<file path="src/hdl/pwmenc_pkg.sv">
package pwmenc_pkg;

  // Field and port widths.
  localparam int HT_W   = 20;
  localparam int CNT_W  = 10;
  localparam int BYTE_W = 8;
  localparam int WORD_W = 16;
  localparam int APB_AW = 3;
  localparam int APB_DW = 32;

  // Register map and reset values.
  localparam logic [APB_AW-1:0] ADDR_FRAME_INTERVAL = 3'd0;
  localparam logic [CNT_W-1:0]  INTERVAL_RST        = 10'd10;

  // Arithmetic constants.
  localparam logic [31:0] ON_SCALE    = 32'd50;          // (a*100 + b*100) / 2
  localparam logic [31:0] ANGLE_SCALE = 32'd36000;
  localparam logic [5:0]  SMOOTH_MUL  = 6'd35;
  // Reciprocals: x/36 = ((x >> 2) * RECIP9) >> 33, x/10 = ((x >> 1) * RECIP5) >> 34.
  localparam logic [29:0] RECIP9      = 30'd954437177;
  localparam logic [31:0] RECIP5      = 32'd3435973837;
  localparam logic [7:0]  CRC7_POLY   = 8'h91;

  // Frame byte positions.
  localparam logic [2:0] BYTE_TOP  = 3'd0;
  localparam logic [2:0] BYTE_HI   = 3'd2;
  localparam logic [2:0] BYTE_LO   = 3'd3;
  localparam logic [2:0] BYTE_CRC  = 3'd4;

  // Datapath operations.
  typedef enum logic [3:0] {
    OP_NONE,
    OP_LOAD,
    OP_ON,
    OP_TICK,
    OP_ANG,
    OP_MUL35,
    OP_SUM,
    OP_REC9,
    OP_DIV36,
    OP_REC5,
    OP_DIV10,
    OP_CRC_HI,
    OP_CRC_LO
  } dp_op_t;

  typedef struct packed {
    dp_op_t     op;
    logic [2:0] byte_idx;
  } dp_cmd_t;

  // One byte of the reflected CRC-7 update.
  function automatic logic [7:0] crc7_byte(input logic [7:0] crc, input logic [7:0] data);
    logic [7:0] c;
    c = crc ^ data;
    for (int k = 0; k < 8; k++) begin
      if (c[0]) begin
        c = c ^ CRC7_POLY;
      end
      c = c >> 1;
    end
    return c;
  endfunction

endpackage

</file>
<file path="src/hdl/pwmenc_ctrl.sv">
module pwmenc_ctrl import pwmenc_pkg::*; (
  input  logic             clk,
  input  logic             rst_n,
  input  logic             in_valid,
  output logic             in_ready,
  output logic             out_valid,
  input  logic             out_ready,
  input  logic [CNT_W-1:0] frame_interval,
  output dp_cmd_t          cmd
);

  typedef enum logic [12:0] {
    ST_IDLE   = 13'h0001,
    ST_ON     = 13'h0002,
    ST_TICK   = 13'h0004,
    ST_ANG    = 13'h0008,
    ST_MUL35  = 13'h0010,
    ST_SUM    = 13'h0020,
    ST_REC9   = 13'h0040,
    ST_DIV36  = 13'h0080,
    ST_REC5   = 13'h0100,
    ST_DIV10  = 13'h0200,
    ST_CRC_HI = 13'h0400,
    ST_CRC_LO = 13'h0800,
    ST_SEND   = 13'h1000
  } ctrl_state_t;

  ctrl_state_t      state_r, state_nxt;
  logic [CNT_W-1:0] cnt_r, cnt_nxt;
  logic             frame_r, frame_nxt;
  logic [2:0]       idx_r, idx_nxt;
  logic             accept;
  logic [CNT_W-1:0] cnt_inc;
  logic             frame_due;

  assign in_ready  = (state_r == ST_IDLE);
  assign out_valid = (state_r == ST_SEND);
  assign accept    = in_valid && in_ready;

  // Capture counting: a frame is due once the new count reaches the interval.
  assign cnt_inc   = cnt_r + 1'b1;
  assign frame_due = (cnt_inc >= frame_interval);

  // Sequencer.
  always_comb begin
    state_nxt = state_r;
    cnt_nxt   = cnt_r;
    frame_nxt = frame_r;
    idx_nxt   = idx_r;
    case (state_r)
      ST_IDLE: begin
        if (accept) begin
          state_nxt = ST_ON;
          frame_nxt = frame_due;
          cnt_nxt   = frame_due ? '0 : cnt_inc;
        end
      end
      ST_ON:    state_nxt = ST_TICK;
      ST_TICK:  state_nxt = ST_ANG;
      ST_ANG:   state_nxt = ST_MUL35;
      ST_MUL35: state_nxt = ST_SUM;
      ST_SUM:   state_nxt = ST_REC9;
      ST_REC9:  state_nxt = ST_DIV36;
      ST_DIV36: state_nxt = ST_REC5;
      ST_REC5:  state_nxt = ST_DIV10;
      ST_DIV10: state_nxt = frame_r ? ST_CRC_HI : ST_IDLE;
      ST_CRC_HI: state_nxt = ST_CRC_LO;
      ST_CRC_LO: begin
        state_nxt = ST_SEND;
        idx_nxt   = BYTE_TOP;
      end
      ST_SEND: begin
        if (out_ready) begin
          if (idx_r == BYTE_CRC) begin
            state_nxt = ST_IDLE;
          end else begin
            idx_nxt = idx_r + 1'b1;
          end
        end
      end
      default: state_nxt = ST_IDLE;
    endcase
  end

  // Datapath command for the current state.
  always_comb begin
    cmd.byte_idx = idx_r;
    case (state_r)
      ST_IDLE:   cmd.op = accept ? OP_LOAD : OP_NONE;
      ST_ON:     cmd.op = OP_ON;
      ST_TICK:   cmd.op = OP_TICK;
      ST_ANG:    cmd.op = OP_ANG;
      ST_MUL35:  cmd.op = OP_MUL35;
      ST_SUM:    cmd.op = OP_SUM;
      ST_REC9:   cmd.op = OP_REC9;
      ST_DIV36:  cmd.op = OP_DIV36;
      ST_REC5:   cmd.op = OP_REC5;
      ST_DIV10:  cmd.op = OP_DIV10;
      ST_CRC_HI: cmd.op = OP_CRC_HI;
      ST_CRC_LO: cmd.op = OP_CRC_LO;
      default:   cmd.op = OP_NONE;
    endcase
  end

  always_ff @(posedge clk) begin
    if (!rst_n) begin
      state_r <= ST_IDLE;
      cnt_r   <= '0;
      frame_r <= 1'b0;
      idx_r   <= BYTE_TOP;
    end else begin
      state_r <= state_nxt;
      cnt_r   <= cnt_nxt;
      frame_r <= frame_nxt;
      idx_r   <= idx_nxt;
    end
  end

endmodule

</file>
<file path="config.mk">
export PLATFORM = sky130hd
export DESIGN_NAME = pwmenc_ctrl
export DESIGN_NICKNAME = d
export VERILOG_FILES = /design/src/hdl/pwmenc_pkg.sv /design/src/hdl/pwmenc_ctrl.sv
export SDC_FILE = /design/constraint.sdc
export NUM_CORES = 1
export LEC_CHECK = 0
export BUFFER_PORTS_ARGS = -buffer_cell sky130_fd_sc_hd__clkbuf_2
export CORE_ASPECT_RATIO = 0.8
export CORE_MARGIN = 2
export CORE_UTILIZATION = 55
export DETAILED_ROUTE_END_ITERATION = 7
export PLACE_DENSITY = 0.79
export SLEW_MARGIN = 20
export SYNTH_ARGS = -nofsm -noshare
export SYNTH_HDL_FRONTEND = slang
export SYNTH_SLANG_ARGS = --single-unit
</file>
<file path="constraint.sdc">
create_clock -name clk -period 6.5 [get_ports clk]
set_input_delay 0.65 -clock clk [delete_from_list [all_inputs] [get_ports clk]]
set_output_delay 0.65 -clock clk [all_outputs]
set_load 0.01 [all_outputs]
</file>
Word level (Yosys, flattened, before mapping) --
Cells that the tools add are included.
Storage, ports and cells: bits of input ports 14, latch bits 0, register bits after elaboration 27, output and inout bits 9, bits in read-only memories 0, memories 0, word-level logic and storage cells 41, RAM bits 0
Operators by class: muxes and demuxes 11, magnitude comparators 1, shift-type cells 0, $mul 0, add/sub/neg operators 2, bitwise logic cells 0, equality and inequality tests 18, reduce and logical (&&, ||, !) cells 5, div/mod/pow operators 0
Operators with widths (number):
- case mux 13 bit (13 select lines) | 1
- case mux 4 bit (12 select lines) | 1
- two-way mux 13 bit | 3
- == test 13 x 1 -> 1 bit, second input constant | 1
- == test 13 x 10 -> 1 bit, second input constant | 1
- == test 13 x 11 -> 1 bit, second input constant | 1
- == test 13 x 12 -> 1 bit, second input constant | 1
- == test 13 bit, second input constant | 1
- == test 13 x 2 -> 1 bit, second input constant | 1
- == test 13 x 3 -> 1 bit, second input constant | 1
- == test 13 x 4 -> 1 bit, second input constant | 1
- == test 13 x 5 -> 1 bit, second input constant | 1
- == test 13 x 6 -> 1 bit, second input constant | 1
- == test 13 x 7 -> 1 bit, second input constant | 1
- == test 13 x 8 -> 1 bit, second input constant | 1
- == test 13 x 9 -> 1 bit, second input constant | 1
- two-way mux 11 bit | 1
- adder 10 x 1 -> 10 bit, second input constant | 1
- greater-or-equal comparator 10 bit | 1
- two-way mux 10 bit | 1
- two-way mux 3 bit | 2
- inequality test 2 x 1 -> 1 bit, second input constant | 3
- case mux 3 bit (2 select lines) | 1
- AND reduction 3 bit | 2
- 7 further kinds | 7

Longest topological paths before layout --
Gate-level depths: netlist of the first run.
depth after elaboration 4, mapped depth 10, gate-level depth less buffers 10

Worst setup path after synthesis of the first run --
OpenSTA, ideal clock, no wires.
path type register -> register, start point register cnt_r[2], end point register cnt_r[1], clock period less this slack 2618 ps, arrival 2556 ps, stages on the path, launching flop included 10, library setup time 62 ps, setup slack 3882 ps, required time 6438 ps, buffers on the path 0, cell sequence dfxtp_1 > and3_1 > and3_1 > nand3_1 > xnor2_1 > ha_1 > a211o_1 > a21oi_1 > nor3b_1 > a32o_1
Between the ends: word-level cells in the longest chain between the ends 3
RTL lines:
- from (decl) | RTL line pwmenc_ctrl.sv:29 | logic [CNT_W-1:0] cnt_r, cnt_nxt;
- from (signal assigned) | RTL line pwmenc_ctrl.sv:113 | cnt_r <= cnt_nxt;
- adder 10 x 1 -> 10 bit | RTL line pwmenc_ctrl.sv:41 | assign cnt_inc = cnt_r + 1'b1;
- greater-or-equal comparator 10 bit | RTL line pwmenc_ctrl.sv:42 | assign frame_due = (cnt_inc >= frame_interval);
- two-way mux 10 bit | RTL line pwmenc_ctrl.sv:55 | cnt_nxt = frame_due ? '0 : cnt_inc;
No other way between the ends. A chain may end at the register's enable or synchronous reset.

Worst setup path after layout of the first run --
start point register cnt_r[2], end point register cnt_r[7]
Between the ends: word-level cells in the longest chain between the ends 3
RTL lines (RTL line):
- adder 10 x 1 -> 10 bit (*) | pwmenc_ctrl.sv:41
- greater-or-equal comparator 10 bit | pwmenc_ctrl.sv:42
- two-way mux 10 bit (*) | pwmenc_ctrl.sv:55
Mark *: on every way between the ends. The rest lies on a longest branch, timed or not.

==> results.py, run 1 <==
metrics = {
    "power": {
        "power_density_nw_per_um2": 164,
        "p_leak_nw": 0.856,
        "internal_power_uw": 231,
        "p_clk_share_pct": 30.4,
        "peakVddDrop_mv": 0.157,
        "seqPwrFrac_pct": 54.7,
        "power.switching_uw": 85.0,
        "finalPower_uw": 316,
        "pwr-share-comb_pct": 15.0,
        "p_sw_share_pct": 26.9,
    },
    "detailed_routing": {
        "routed_wl_mm": 3.66,
        "drtIter0Drc": 139,
        "drcViolationCount": 0,
        "route.antenna.remaining_nets": 0,
        "routedWlPerCell_um": 13.5,
        "via_per_inst": 5.84,
        "vias": 1589,
        "firstDrtPassIters": 4,
    },
    "layout": {
        "multi_input_area_um2": 1110,
        "stdcell_count": 272,
        "final_nets": 260,
        "area_delta_synth_final_pct": 8.60,
        "fill_cells": 280,
        "fin_util_pct": 62.4,
        "insertedDiodeCount": 0,
        "drive_gt1_share_pct": 14.2,
        "regArea_um2": 541,
    },
    "yosys": {
        "syn_area_per_cell_um2": 8.21,
        "synth_seq_cells": 27,
        "synth_mux_area_share_pct": 1.13,
        "synth_compound_area_share_pct": 15.1,
        "synthFlopType": "dfxtp_1",
        "synth_top_family_by_area": "simple AND/OR/NAND/NOR gates",
        "synth_nets": 243,
        "synth_edf_count": 0,
        "yosys-top-cells-area": "dfxtp_1, ha_1, nor2_1",
        "synth_top_area_share_pct": 30.5,
        "synthAdderAreaFrac_pct": 9.17,
        "ys_seq_area_share_pct": 30.5,
        "yosys_warnings": 0,
        "synth-async-reset-ratio_pct": 0,
        "synth_area_um2": 1770,
        "synth_xor_area_share_pct": 5.43,
        "synthCells": 216,
        "yosysTopAreaCell": "dfxtp_1",
        "synthSimpleGateAreaFrac_pct": 31.7,
        "synthTopCellsByCount": "dfxtp_1, nor2_1, inv_1",
        "synth_cell_types": 44,
    },
    "floorplan": {
        "die_y_um": 54.8,
        "row_count": 18,
        "fp.dieW_um": 67.5,
        "start_util_pct": 57.5,
        "ios": 23,
        "die_area_um2": 3700,
        "core_area_um2": 3090,
    },
    "global_route": {
        "grt_antenna_before_repair": 0,
        "grt_usage_pct": 21.8,
        "grt_overflow": 0,
        "grt_pass1_vias": 1334,
        "grt_max_degree": 15,
        "grt_first_pass_wirelength_mm": 5.99,
    },
    "worst_setup_path": {
        "critPathKind": "flop to flop",
        "timing.rr.start": "cnt_r[2]",
        "cp.required_ps": 6720,
        "r2r_slack_ps": 3280,
        "end_kind": "flop",
        "cp_max_fo": 8,
        "worstRegToRegCells": 9,
        "timing.rr.end": "cnt_r[7]",
        "cp.arrival_ps": 3440,
        "cp-start-kind": "flop",
    },
    "clock_network": {
        "postCtsHoldBufs": 0,
        "cts_resized": 0,
        "insertion_delay_ps": 270,
        "cts-root-buf": "clkbuf_8",
        "post-cts-setup-buffers": 0,
        "clk_transition_reported_paths_ps": 90,
        "cts_tree": "yes",
        "cts_buffer_depth": 2,
        "numCtsBuffers": 3,
        "cts.sinks": 27,
        "h-tree-depth": 1,
    },
    "timing": {
        "fin_setup_tns_ps": 0,
        "timing.final.hold_violations": 0,
        "max_slew_margin_pct": 29.5,
        "slew_violations": 0,
        "skew_ps": 2.38,
        "rsz0062_at_grt": "no",
        "fin_crit_sh_pct": 49.6,
        "max_freq_ghz": 0.310,
        "setup_viol": 0,
        "worst_pin_slew_ps": 1050,
        "hold_slack_ps": 458,
        "period_minus_slack_ps": 3220,
    },
    "min_path": {
        "hold_depth": 2,
        "hold_path_class": "flop to flop",
        "hold_end": "state_r[10]",
        "hp-start": "frame_r",
    },
    "run": {
        "cap_violations": 0,
    },
    "place": {
        "portBuffers": 22,
        "dp_cells": 268,
        "dp_hpwl_mm": 2.82,
        "globalplace.congestion": 0.871,
    },
    "run_status": {
        "outcome": "completed",
    },
}
==> through the flow <==
stage               instance area [µm²]  setup slack (ps)
floorplan                          1770              3880
global placement                   1880              3480
detailed placement                 1880              3380
CTS                                1930              3350
global route                       1930              2940
finish                             1930              3280
==> how the worst max path moves through the flow <==
stage	from	to	slack (ps)	cells past startpoint
floorplan	cnt_r[2]	cnt_r[1]	3880	9
global placement	cnt_r[2]	cnt_r[1]	3480	9
detailed placement	cnt_r[2]	cnt_r[9]	3380	9
CTS	cnt_r[2]	cnt_r[9]	3350	9
global route	cnt_r[2]	frame_r	2940	9
finish	cnt_r[2]	cnt_r[7]	3280	9
==> logic make-up (layout without fill, tap and decap cells) <==
group,Yosys count,in the layout
compound gates,35,35
xor+xnor,11,11
fa+ha+maj,13,13
buf+inv,29,45
flops,27,27
mux,2,2
simple gates,99,99
==> placed cells by master, fill, tap and decap left out, drive strengths merged, types with 5 or more instances in the layout <==
cell / synthesis / final
a32o: 9 / 9
nand2: 8 / 8
clkbuf: 3 / 26
inv: 19 / 19
nand4: 5 / 5
o21ai: 8 / 8
nand3: 12 / 12
xor2: 6 / 6
nor4: 6 / 6
xnor2: 5 / 5
a21oi: 5 / 5
nor2: 27 / 27
ha: 13 / 13
nor3: 7 / 7
dfxtp: 27 / 27
==> state kept, by name, summed over array words and instances (netlist names) <==
| signal | flops |
|---|---|
| frame_r | 1 |
| idx_r | 3 |
| state_r | 13 |
| cnt_r | 10 |
==> layer usage <==
metal | vias to the layer above | GRT usage [%] | wire length, µm
met3 | 4 | 4.94 | 252
li1 | 817 | - | -
met4 | 0 | 4.42 | 18
met2 | 41 | 30.9 | 1510
met5 | - | 0 | 0
met1 | 727 | 33.3 | 1880
==> power groups by stage <==
stage,Sequential [mW],Clock (mW),Combinational (mW)
finish,0.173,0.0961,0.0474
global route,0.174,0.106,0.0548
CTS,0.173,0.0985,0.0475
detailed placement,0.177,0,0.0473
global placement,0.177,0,0.0465
floorplan,0.176,0,0.0340
==> worst max-delay path, stage by stage, from the launching register on <==
cell and delay (ps):
dfxtp_1 440, and3_1 210, and3_1 270, nand3_1 120
xnor2_1 210, ha_1 280, a211o_1 300, a21oi_1 180
nor3b_1 880, a32o_1 290
==> cell type report <==
cell class / count / area share [%]
repair buffers: 22 / 5.71
multi-input cells: 160 / 57.6
clock buffers: 4 / 2.34
well taps: 40 / 2.60
flip-flops and latches: 27 / 28.1
inverters: 19 / 3.70
No activity file was read; power rests on OpenSTA's default activity.
==> run 2, diff against run 1 <==
ABC_AREA = 1   (was unset)
clock period = 3.1 ns   (was 6.5 ns; I/O delays follow)
==> results.py, run 2 <==
metrics = {
    "worst_setup_path": {
        "crit_start": "cnt_r[0]",
        "r2r_slack_ps": 460,
        "critPathMostFrequentCell": "nand2_1",
        "cp_max_fo": 9,
        "critPathKind": "flop to flop",
        "timing.rr.start": "cnt_r[0]",
        "end_kind": "flop",
        "cp.required_ps": 3300,
        "cpPeakStageDelay_ps": 430,
        "slowest_stage": "nor2_1",
        "cp.arrival_ps": 2840,
        "path_cells": "inv_1 > nor2_1 > nand2_1 > o21ai_0 > nand2_1 > ha_1 > nand2_1 > inv_1 > nor2_1 > o21a_1 > nand2_1 > nor2_1 > nand3_1 > a21oi_1",
        "cp-start-kind": "flop",
    },
    "timing": {
        "max_freq_ghz": 0.378,
        "setup_viol": 0,
        "period_minus_slack_ps": 2640,
        "skew_ps": 8.14,
        "timing.final.hold_violations": 0,
        "setup_slack_ps": 457,
        "fin_setup_tns_ps": 0,
        "rsz0062_at_grt": "no",
        "max_slew_margin_pct": 63.6,
        "fin_crit_sh_pct": 85.3,
        "worst_pin_slew_ps": 544,
        "slew_violations": 0,
    },
    "place": {
        "placed_area_um2": 1990,
        "portBuffers": 22,
        "dp_hpwl_mm": 2.92,
        "dp_cells": 343,
        "pre_cts_slack_ps": 461,
        "globalplace.congestion": 0.873,
    },
    "global_route": {
        "grt_overflow": 0,
        "grt_first_pass_wirelength_mm": 6.41,
        "grt_max_degree": 18,
        "grt_usage_pct": 21.4,
        "grt_pass1_vias": 1569,
        "grt_antenna_before_repair": 0,
    },
    "yosys": {
        "yosys_warnings": 0,
        "yosysTopAreaCell": "dfxtp_1",
        "synthTopCellsByCount": "nand2_1, nor2_1, inv_1",
        "yosysMostFrequentCell": "nand2_1",
        "synth_seq_cells": 27,
        "synth_area_um2": 1850,
        "yosys-top-cells-area": "dfxtp_1, nand2_1, ha_1",
        "synth_cell_types": 27,
        "synth-async-reset-ratio_pct": 0,
        "synth_edf_count": 0,
        "synth_top_area_share_pct": 29.2,
        "synthCells": 285,
        "ys_seq_area_share_pct": 29.2,
        "synth_nets": 312,
        "syn_area_per_cell_um2": 6.48,
        "synthFlopType": "dfxtp_1",
    },
    "layout": {
        "regMostFlops": "state_r",
        "stdcell_count": 347,
        "mostFrequentLayoutCells": "nand2_1, nor2_1, inv_1, dfxtp_1",
        "area_delta_synth_final_pct": 9.95,
        "drive_gt1_share_pct": 15.0,
        "multi_input_area_um2": 1100,
        "fill_cells": 293,
        "regArea_um2": 541,
        "layout_commonest_cell": "nand2_1",
        "final_nets": 335,
        "fin_util_pct": 64.4,
        "insertedDiodeCount": 0,
        "largest_reg_flops": 13,
        "final_cell_area_um2": 2030,
        "biggestRegsByFlops": "state_r x13, cnt_r x10, idx_r x3",
    },
    "floorplan": {
        "fp.dieW_um": 68.8,
        "ios": 23,
        "core_area_um2": 3150,
        "die_area_um2": 3840,
        "die_y_um": 55.8,
        "start_util_pct": 58.6,
        "row_count": 18,
    },
    "detailed_routing": {
        "drcViolationCount": 0,
        "firstDrtPassIters": 4,
        "vias": 1697,
        "drtIter0Drc": 76,
        "via_per_inst": 4.89,
        "routed_wl_mm": 3.62,
        "routedWlPerCell_um": 10.4,
        "route.antenna.remaining_nets": 0,
    },
    "clock_network": {
        "cts_buffer_depth": 2,
        "numCtsBuffers": 3,
        "post-cts-setup-buffers": 0,
        "h-tree-depth": 1,
        "cts_resized": 0,
        "cts_tree": "yes",
        "cts.sinks": 27,
        "postCtsHoldBufs": 0,
        "cts-root-buf": "clkbuf_8",
        "insertion_delay_ps": 270,
        "clk_transition_reported_paths_ps": 90,
    },
    "power": {
        "peakVddDrop_mv": 0.412,
        "p_leak_nw": 1.09,
        "power_density_nw_per_um2": 379,
    },
    "run_status": {
        "outcome": "completed",
    },
    "min_path": {
        "hp-start": "out_ready",
        "hold_path_class": "input pin to flop",
    },
    "run": {
        "cap_violations": 0,
    },
}
[run 2: cell count changes after synthesis, moves of 6 or more]
cell,previous run,this run
a21oi_1,5,15
inv_2,0,8
nand2_1,8,70
nand3_1,12,22
nor2_1,27,43
o21ai_0,7,1
nor2_4,0,6
inv_1,19,41
a32o_1,9,0
[run 2: worst max-delay path, delay by kind of cell (launching register included)]
kind            cells  cell delay (ps)
compound gates      3              450
flops               1              390
simple gates        8             1300
fa+ha+maj           1              320
buf+inv             2              110
[run 2: worst paths after layout]
check / endpoint / cells after the start
worst min register to register: cnt_r[9] / 2
worst min-delay path: idx_r[2] / 3
worst max-delay path: cnt_r[5] / 14
worst max register to register: cnt_r[5] / 14
[run 2: cell type report]
class | count | share of cell area, %
multi-input cells | 204 | 54.1
flip-flops and latches | 27 | 26.6
clock buffers | 4 | 2.22
inverters | 50 | 9.24
well taps | 40 | 2.46
repair buffers | 22 | 5.42
[run 2: logic make-up after synthesis]
kind of cell / after synthesis / synth area share (%)
simple gates: 162 / 41.0
buf+inv: 54 / 11.3
flops: 27 / 29.2
compound gates: 21 / 5.82
fa+ha+maj: 13 / 8.80
xor+xnor: 8 / 3.79
[run 2: per-stage QoR]
step / total power [mW] / hold WS, ps
final: 0.770 / 294
after global routing: 0.816 / 324
after CTS: 0.774 / 296
after detailed placement: 0.577 / 469
after global placement: 0.574 / 468
after floorplan: 0.528 / 436
[run 2: power by group]
part	total [mW]	internal, mW	switching (mW)
Clock	0.200	0.0921	0.108
Combinational	0.194	0.0637	0.130
Sequential	0.376	0.361	0.0153
[run 2: per-layer routing]
metal  routed length (µm)  up-vias  share of wire [%]  track usage (%)
li1                     -      925                  -                -
met1                 1880      731                 52             29.9
met2                 1570       37                 43             34.2
met3                  152        4                4.2             4.25
met4                   22        0               0.61             3.92
met5                    0        -                  0                0
==> run 3, diff against run 2 <==
ABC_AREA = unset   (was 1)
==> results.py, run 3 (synthesis results as in run 1) <==
metrics = {
    "detailed_routing": {
        "routed_wl_mm": 3.68,
        "drcViolationCount": 0,
        "vias": 1581,
        "route.antenna.remaining_nets": 0,
        "drtIter0Drc": 74,
        "via_per_inst": 5.75,
        "firstDrtPassIters": 4,
        "routedWlPerCell_um": 13.4,
    },
    "worst_setup_path": {
        "cp.required_ps": 3280,
        "cp_max_fo": 5,
        "crit_start": "cnt_r[0]",
        "cp-start-kind": "flop",
        "timing.rr.start": "cnt_r[0]",
        "end_kind": "flop",
        "crit_end": "cnt_r[2]",
        "critPathKind": "flop to flop",
        "worstRegToRegCells": 10,
        "timing.rr.end": "cnt_r[2]",
        "cp.arrival_ps": 2980,
        "r2r_slack_ps": 300,
    },
    "clock_network": {
        "h-tree-depth": 1,
        "numCtsBuffers": 3,
        "post-cts-setup-buffers": 0,
        "cts-root-buf": "clkbuf_8",
        "clk_transition_reported_paths_ps": 100,
        "cts_buffer_depth": 2,
        "insertion_delay_ps": 280,
        "cts.sinks": 27,
        "cts_tree": "yes",
    },
    "timing": {
        "period_minus_slack_ps": 2800,
        "skew_ps": 10.3,
        "fin_setup_tns_ps": 0,
        "worst_pin_slew_ps": 607,
        "timing.final.hold_violations": 0,
        "slew_violations": 0,
        "fin_crit_sh_pct": 90.3,
        "rsz0062_at_grt": "no",
        "max_freq_ghz": 0.357,
        "max_slew_margin_pct": 59.3,
        "setup_viol": 0,
    },
    "layout": {
        "mostFrequentLayoutCells": "nor2_1, dfxtp_1, clkbuf_2, inv_1, ha_1",
        "biggestRegsByFlops": "state_r x13, cnt_r x10, idx_r x3",
        "largest_reg_flops": 13,
        "insertedDiodeCount": 0,
        "final_nets": 263,
        "stdcell_count": 275,
        "regMostFlops": "state_r",
        "drive_gt1_share_pct": 16.2,
        "area_delta_synth_final_pct": 10.4,
    },
    "power": {
        "p_sw_share_pct": 27.5,
        "finalPower_uw": 670,
        "peakVddDrop_mv": 0.328,
        "p_leak_nw": 0.874,
        "power.switching_uw": 184,
        "internal_power_uw": 486,
        "pwr-share-comb_pct": 15.2,
        "p_clk_share_pct": 30.8,
        "power_density_nw_per_um2": 342,
        "seqPwrFrac_pct": 54.0,
    },
    "floorplan": {
        "ios": 23,
        "row_count": 18,
        "start_util_pct": 57.5,
        "die_y_um": 54.8,
        "fp.dieW_um": 67.5,
        "core_area_um2": 3090,
        "die_area_um2": 3700,
    },
    "global_route": {
        "grt_antenna_before_repair": 0,
        "grt_max_degree": 17,
        "grt_pass1_vias": 1335,
        "grt_first_pass_wirelength_mm": 6.18,
        "grt_usage_pct": 22.5,
        "grt_overflow": 0,
    },
    "place": {
        "portBuffers": 22,
        "globalplace.congestion": 0.871,
        "dp_cells": 271,
        "dp_hpwl_mm": 2.89,
    },
    "min_path": {
        "hold_path_class": "input pin to flop",
    },
    "run": {
        "cap_violations": 0,
    },
    "run_status": {
        "outcome": "completed",
    },
}
## run 3: cell types whose count changed in the layout (fill, tap and decap cells not counted), moves of 8 or more
cell	previous run	this run
nand2_1	70	8
inv_1	41	19
nor2_1	43	27
a21oi_1	15	5
nand3_1	22	12
a32o_1	0	9
inv_2	8	0
## run 3: what timing repair did
| item | 4_1_cts | 5_1_grt |
|---|---|---|
| endpoints found under the setup margin | 0 | 8 |
| hold buffers | 0 | 0 |
| endpoints found under the hold margin | 0 | 0 |
| resized for setup | 0 | 1 |
## run 3: area by class of cell
cell class              instances  area (µm²)
fillers                       269        1130
multi-input cells             160        1110
flip-flops and latches         27         541
repair buffers                 25         133
inverters                      19        71.3
well taps                      40        50.0
clock buffers                   3        41.3
clock inverters                 1        7.51
## run 3: worst min-delay path by stage
stage / startpoint / cells past startpoint / endpoint
after floorplan: frame_r / 2 / state_r[10]
after global placement: frame_r / 2 / state_r[10]
after detailed placement: frame_r / 2 / state_r[10]
after CTS: rst_n / 3 / state_r[10]
after global routing: rst_n / 3 / state_r[10]
final: rst_n / 3 / state_r[10]
## run 3: metal layers
metal  share of wire (%)  up-vias  global-route usage (%)
met3                 5.8        4                    4.32
li1                    -      825                       -
met2                  43       32                    34.0
met5                   0        -                       0
met1                  50      720                    33.8
met4                0.63        0                    3.06
## run 3: power groups by stage
| stage | sequential (mW) | clock, mW | combinational (mW) |
|---|---|---|---|
| floorplan | 0.368 | 0 | 0.0713 |
| global placement | 0.370 | 0 | 0.0991 |
| detailed placement | 0.370 | 0 | 0.101 |
| CTS | 0.362 | 0.207 | 0.101 |
| global route | 0.365 | 0.224 | 0.115 |
| finish | 0.362 | 0.206 | 0.102 |
## run 3: worst max-delay path: stages (launching register included)
cell and delay, ps:
dfxtp_1 400, and3_1 200, and3_1 220, nor3b_1 250
xor2_1 130, ha_1 310, nand4_1 120, or2_2 320
o211ai_1 330, nor2_1 130, a32o_1 290
## run 3: stage by stage
step | cell area (µm²) | hold WS, ps | utilization [%] | setup slack (ps)
floorplan | 1770 | 423 | - | 482
global placement | 1900 | 441 | 61.7 | 82.8
detailed placement | 1900 | 442 | 61.7 | 53.1
CTS | 1950 | 382 | 63.3 | 9.52
global route | 1960 | 398 | 63.5 | 98.5
finish | 1960 | 389 | 63.5 | 300
